**src/sv/uopc_pkg.sv**
```systemverilog
// Package with the types, widths and constants of the offset-point controller.
`default_nettype none
package uopc_pkg;

    localparam int ANGLE_BITS_DEF = 16;
    localparam int MAX_ITER       = 24;
    localparam int CW             = 34;
    localparam int VW             = 33;
    localparam int PW             = CW + VW;
    localparam int SW             = PW + 1;
    localparam int DIVW           = SW - 22;
    localparam int DENW           = 16;
    localparam logic signed [CW-1:0] CORDIC_K = 34'sd652032874;

    localparam logic [15:0] GAIN_RESET   = 16'd256;
    localparam logic [15:0] OFFSET_RESET = 16'd64;
    localparam logic        REG_GAIN     = 1'b0;
    localparam logic        REG_OFFSET   = 1'b1;

    typedef struct packed {
        logic signed [15:0] target_x;
        logic signed [15:0] target_y;
        logic signed [15:0] measured_x;
        logic signed [15:0] measured_y;
        logic [15:0]        heading;
    } in_t;

    typedef struct packed {
        logic signed [31:0] forward_speed;
        logic signed [31:0] turn_rate;
        logic               singular;
        logic               saturated;
    } out_t;

    typedef struct packed {
        logic signed [CW-1:0] x;
        logic signed [CW-1:0] y;
        logic signed [CW-1:0] z;
        logic signed [VW-1:0] vx;
        logic signed [VW-1:0] vy;
        logic                 flip;
    } cordic_t;

    typedef struct packed {
        logic [DENW-1:0]    rem;
        logic [DIVW-1:0]    nq;
        logic               neg;
        logic               sing;
        logic signed [31:0] v;
        logic               clipv;
    } div_t;

    function automatic logic [31:0] atan_turn(input int i);
        logic [31:0] r;
        case (i)
            0:       r = 32'd536870912;
            1:       r = 32'd316933406;
            2:       r = 32'd167458907;
            3:       r = 32'd85004756;
            4:       r = 32'd42667331;
            5:       r = 32'd21354465;
            6:       r = 32'd10679838;
            7:       r = 32'd5340245;
            8:       r = 32'd2670163;
            9:       r = 32'd1335087;
            10:      r = 32'd667544;
            11:      r = 32'd333772;
            12:      r = 32'd166886;
            13:      r = 32'd83443;
            14:      r = 32'd41722;
            15:      r = 32'd20861;
            16:      r = 32'd10430;
            17:      r = 32'd5215;
            18:      r = 32'd2608;
            19:      r = 32'd1304;
            20:      r = 32'd652;
            21:      r = 32'd326;
            22:      r = 32'd163;
            23:      r = 32'd81;
            default: r = 32'd0;
        endcase
        return r;
    endfunction

endpackage
`default_nettype wire

```
**src/sv/uopc_div_cell.sv**
```systemverilog
// One restoring-division cell that produces one quotient bit per stage.
`default_nettype none
module uopc_div_cell (
    input  wire                             aclk,
    input  wire                             aresetn,
    input  wire                             en,
    input  wire  [uopc_pkg::DENW-1:0]       den,
    input  wire                             in_valid,
    input  uopc_pkg::div_t                  in_data,
    output logic                            out_valid,
    output uopc_pkg::div_t                  out_data
);

    logic           valid_reg;
    uopc_pkg::div_t data_reg;
    uopc_pkg::div_t data_next;
    logic [uopc_pkg::DENW:0] trial;
    logic [uopc_pkg::DENW:0] diff;
    logic                    ge;

    always_comb begin
        trial     = {in_data.rem, in_data.nq[uopc_pkg::DIVW-1]};
        diff      = trial - {1'b0, den};
        ge        = (trial >= {1'b0, den});
        data_next = in_data;
        data_next.rem = ge ? diff[uopc_pkg::DENW-1:0] : trial[uopc_pkg::DENW-1:0];
        data_next.nq  = {in_data.nq[uopc_pkg::DIVW-2:0], ge};
    end

    always_ff @(posedge aclk) begin
        if (!aresetn) begin
            valid_reg <= 1'b0;
        end else if (en) begin
            valid_reg <= in_valid;
        end
        if (en) begin
            data_reg <= data_next;
        end
    end

    assign out_valid = valid_reg;
    assign out_data  = data_reg;

endmodule
`default_nettype wire

```
**config.mk**
```make
export PLATFORM = sky130hd
export DESIGN_NAME = uopc_div_cell
export DESIGN_NICKNAME = d
export VERILOG_FILES = /design/src/sv/uopc_pkg.sv /design/src/sv/uopc_div_cell.sv
export SDC_FILE = /design/constraint.sdc
export NUM_CORES = 1
export LEC_CHECK = 0
export BUFFER_PORTS_ARGS = -buffer_cell sky130_fd_sc_hd__buf_2
export CAP_MARGIN = 20
export CORE_ASPECT_RATIO = 1.2
export CORE_MARGIN = 10
export CORE_UTILIZATION = 41
export CTS_CLUSTER_SIZE = 20
export DETAILED_ROUTE_END_ITERATION = 16
export PLACE_DENSITY = 0.76
export SLEW_MARGIN = 10
export SYNTH_ARGS = -nofsm -noshare
export SYNTH_HDL_FRONTEND = slang
export SYNTH_SLANG_ARGS = --single-unit
```
**constraint.sdc**
```tcl
create_clock -name aclk -period 2.4 [get_ports aclk]
set_input_delay 0.12 -clock aclk [delete_from_list [all_inputs] [get_ports aclk]]
set_output_delay 0.12 -clock aclk [all_outputs]
set_load 0.01 [all_outputs]
```
== After elaboration in Yosys (flattened, before gate mapping) ==
Cells that the tools add are included.

* Bits in registers: 98
* Logic and storage cells: 10

* Add/subtract/negate cells: 1
* Magnitude comparators: 1
* Mux-type cells: 1

{| class="wikitable"
|+ Operators by type and width
! kind !! count
|-
| 17-bit by 16-bit greater-or-equal comparator with 1-bit output || 1
|-
| 16-bit 2-to-1 mux || 1
|-
| 16-bit subtractor || 1
|}

== Logic depth before layout (Yosys ltp) ==
* Word-level depth: 2
* Depth in mapped cells: 12

== Worst setup path before layout ==
OpenSTA, ideal clock, no wires.

* Path kind: input -> register
* Start point: input den[12] (netlist bit)
* End point: register data_reg (netlist bit out_data[83]), data pin
* Setup time: 0.260 ns
* Data arrival time: 2.090 ns
* Data required time: 2.140 ns
* Slack: 0.050 ns
* Stages on the path: 12
* Path buffers: 4
* Cell sequence: inv_1 > ha_1 > buf_6 > and2_4 > buf_6 > a221o_1 > a21boi_4 > and2_4 > buf_8 > inv_4 > buf_12 > mux2_4

{| class="wikitable"
|+ RTL lines
! element !! line !! RTL
|-
| from (decl) || uopc_div_cell.sv:7 || <nowiki>input wire [uopc_pkg::DENW-1:0] den,</nowiki>
|-
| to (signal assigned) || uopc_div_cell.sv:37 || <nowiki>data_reg <= data_next;</nowiki>
|-
| to (decl) || uopc_div_cell.sv:15 || <nowiki>uopc_pkg::div_t data_reg;</nowiki>
|}

==> metrics.log <==
[metrics] status: finished clean
[metrics] synthesized net count: 387
[metrics] sequential element share of the synthesized area: 70.84%
[metrics] setup tns final: 0 ps
[metrics] TritonCTS clock tree: done
[metrics] Max H-tree Level: 3
[metrics] Leak Pwr: 2.944 nW
[metrics] Req. time, crit path: 2480 ps
[metrics] num ports: 215
[metrics] placed cell count: 601
[metrics] Die Footprint: 14530 um2
[metrics] non-filler instance count after layout: 697
[metrics] worst stage delay on the critical path: 410 ps
[metrics] largest net degree at the start of global routing: 76
[metrics] GRT overflow: 0
[metrics] total power per unit cell area: 657.7 nW/um2
[metrics] final instance area: 6484 um2
[metrics] Maximum Capacitance Violations: 0
[metrics] Peak VDD IR: 343.7 uV
[metrics] Clock Latency Late Sink: 330 ps
[metrics] average size of a mapped cell: 16.36 um2
[metrics] First-pass DRT Iterations: 4
[metrics] count of antenna-violating nets left after detailed routing: 0
[metrics] Detailed Route Iter0 Violations: 253
[metrics] highest net fanout along the worst path: 11
[metrics] cell taking the most area after synthesis: sky130_fd_sc_hd__edfxtp_1
[metrics] number of CTS-inserted buffers: 9
[metrics] diode count: 0
[metrics] CP max stage cell: sky130_fd_sc_hd__a221o_1
[metrics] global-route wire length before repair: 22220 um
[metrics] Synth Flop Type: sky130_fd_sc_hd__edfxtp_1
[metrics] area added between synthesis and finish: 56.60%
[metrics] clock-pin slew reported for the worst setup and hold paths after clock tree synthesis: 60 ps
[metrics] Post-Route WL: 15260 um
[metrics] routability congestion estimate: 0.8747
[metrics] number of core rows: 40
[metrics] commonest cells after routing, fill and taps aside: 213 x sky130_fd_sc_hd__buf_2, 97 x sky130_fd_sc_hd__edfxtp_1, 80 x sky130_fd_sc_hd__dlygate4sd3_1, 19 x sky130_fd_sc_hd__inv_1, 16 x sky130_fd_sc_hd__ha_1
[metrics] final worst slack: 438.0 ps
[metrics] total placed instance area: 5420 um2
[metrics] Setup Viol. Count Final: 0
[metrics] core region area: 9960 um2
[metrics] transition time of the tightest slew-check pin: 398.7 ps
[metrics] TritonCTS sink count: 98
[metrics] Final Hold Violating Endpoints: 0
[metrics] most common cell after layout, fill and taps aside: sky130_fd_sc_hd__buf_2
[metrics] starting density of the core: 41.57%
[metrics] post-layout power: 4.264 mW
[metrics] drt wl/cell: 21.90 um
[metrics] final worst path period share: 81.75%
[metrics] height of the die: 130.1 um
[metrics] series of cell instances along the critical path: buf_2 > inv_1 > ha_1 > a21oi_2 > o21ai_1 > a221o_1 > a21boi_4 > and2_4 > inv_4 > mux2_4
[metrics] Crit path arrival time: 2040 ps
[metrics] worst relative slew slack: 73.42%
[metrics] number of buffers and inverters on the critical path: 3
[metrics] proportion of layout cells with a drive suffix above 1: 44.83%
[metrics] vias per cell: 4.971
[metrics] Horiz. Die Dim: 111.7 um
[metrics] via count of the first global-routing pass: 3554
[metrics] clock tree root buffer cell: sky130_fd_sc_hd__clkbuf_16
[metrics] EDFF count, synth: 97
[metrics] achievable frequency: 509.7 MHz
[metrics] Synth Register Bits: 98
[metrics] Setup crit start kind: primary input
[metrics] leading cell types by total area after synthesis: sky130_fd_sc_hd__edfxtp_1 70%, sky130_fd_sc_hd__ha_1 4.8%, sky130_fd_sc_hd__mux2_4 2.9%, sky130_fd_sc_hd__inv_1 1.7%, sky130_fd_sc_hd__o21ai_0 1.1%
[metrics] input/output buffers: 214
[metrics] number of antenna violations at the first check in global routing: 2
[metrics] Yosys cell types: 47
[metrics] dominant delay contributor by cell family on the critical path: compound AO/OA/AOI/OAI gates
[metrics] Bufs on Longest Clock Path: 2
[metrics] proportion of netlist area held by the largest area contributor: 70.35%
[metrics] HPWL after detailed placement: 10460 um
[metrics] clock period minus worst slack: 1962 ps
[metrics] warnings from Yosys: 0
[metrics] Cells after Synth: 253
[metrics] element type at the critical path end: flip-flop
[metrics] Total Routing Usage GR: 20.10%
[metrics] DP Worst Slack: 74.30 ps
[metrics] drt drc: 0
[metrics] worst min-delay path class: in2reg
[metrics] Async SR Flop Fraction: 0%
[metrics] clock tree skew after final layout: 0 ps
[metrics] combined area of all synthesized cells: 4140 um2
[metrics] RSZ-0062 raised after global routing: no
[metrics] final net count: 700
[metrics] via count of the routed design: 3465
[metrics] Crit Path Class: in2reg
[metrics] Slew Viols, Final: 0
-- cell usage after synthesis, drive strengths merged, types with 2 or more instances --
library cell	instances
nand2b	2
nand2	5
a21o	5
and3b	2
a21boi	4
o21ai	10
o31ai	5
o211ai	2
mux2i	2
buf	4
nand4	2
nand3	7
a21oi	4
ha	16
and2	3
o211a	2
o21a	6
and3	2
a211oi	3
a211o	3
xor2	4
nor2b	2
a31oi	2
inv	20
xnor2	5
mux2	9
nor3	3
nor2	12
edfxtp	97
-- final cells by class --
cell class | count | area, um2
Clock inverter | 4 | 26.28
Multi-Input combinational cell | 130 | 1069
Clock buffer | 12 | 236.5
Tap cell | 126 | 157.7
Timing Repair Buffer | 307 | 1984
Inverter | 20 | 77.57
Fill cell | 704 | 3476
Sequential cell | 98 | 2933
-- cell families (layout without fill, tap and decap cells) --
logic type | count (synthesis) | count (layout) | share of synthesized area [%]
flip-flops | 98 | 98 | 70.84
AO/OA/AOI/OAI | 52 | 52 | 9.761
AND/OR/NAND/NOR | 41 | 41 | 5.168
buffers and inverters | 25 | 343 | 3.354
adder cells (fa/ha/maj) | 17 | 17 | 5.319
multiplexers | 11 | 11 | 3.657
XOR/XNOR | 9 | 9 | 1.904
-- sequential cells by signal (all words and copies together) (netlist names) --
signal     count
out_data      97
out_valid      1
-- per-layer routing --
| layer | part of all wire, % | up-vias | track usage [%] |
|---|---|---|---|
| met5 | 0.21 | - | 0 |
| met4 | 0.67 | 4 | 3.785 |
| met3 | 8.9 | 12 | 6.015 |
| met2 | 54 | 195 | 36.62 |
| met1 | 37 | 1655 | 22.96 |
| li1 | - | 1599 | - |
-- worst reg2reg max path, delay by kind of cell (launching register included) --
kind             cells  cell delay [ps]
muxes                1              140
DFF                  1              310
and+or+nand+nor      1               60
-- stage by stage --
step,hold WS (ps),utilization [%]
final,10.41,65.10
after global routing,53.70,65.10
after CTS,9.717,65.10
after detailed placement,298.4,54.42
after global placement,296.8,54.42
after floorplan,218.9,-
-- final timing paths --
path,startpoint,to,slack [ps],cells past startpoint
max,den[8],out_data[87],440,10
max reg2reg,out_valid,out_valid,1780,2
min reg2reg,out_valid,out_valid,550,2
min,aresetn,out_valid,10,2
-- power breakdown --
| group | leakage (nW) | internal [mW] | switching (mW) |
|---|---|---|---|
| sequential | 0.958 | 2.07 | 0.0494 |
| combinational | 1.86 | 0.427 | 0.431 |
| clock | 0.127 | 0.704 | 0.587 |
-- timing repair --
| action | in CTS | in global routing |
|---|---|---|
| setup buffers | 0 | 0 |
| setup endpoints to repair | 0 | 0 |
| resized for setup | 0 | 0 |
| hold buffers | 80 | 0 |
| hold endpoints to repair | 80 | 0 |
Power figures use the tool's default switching activity.
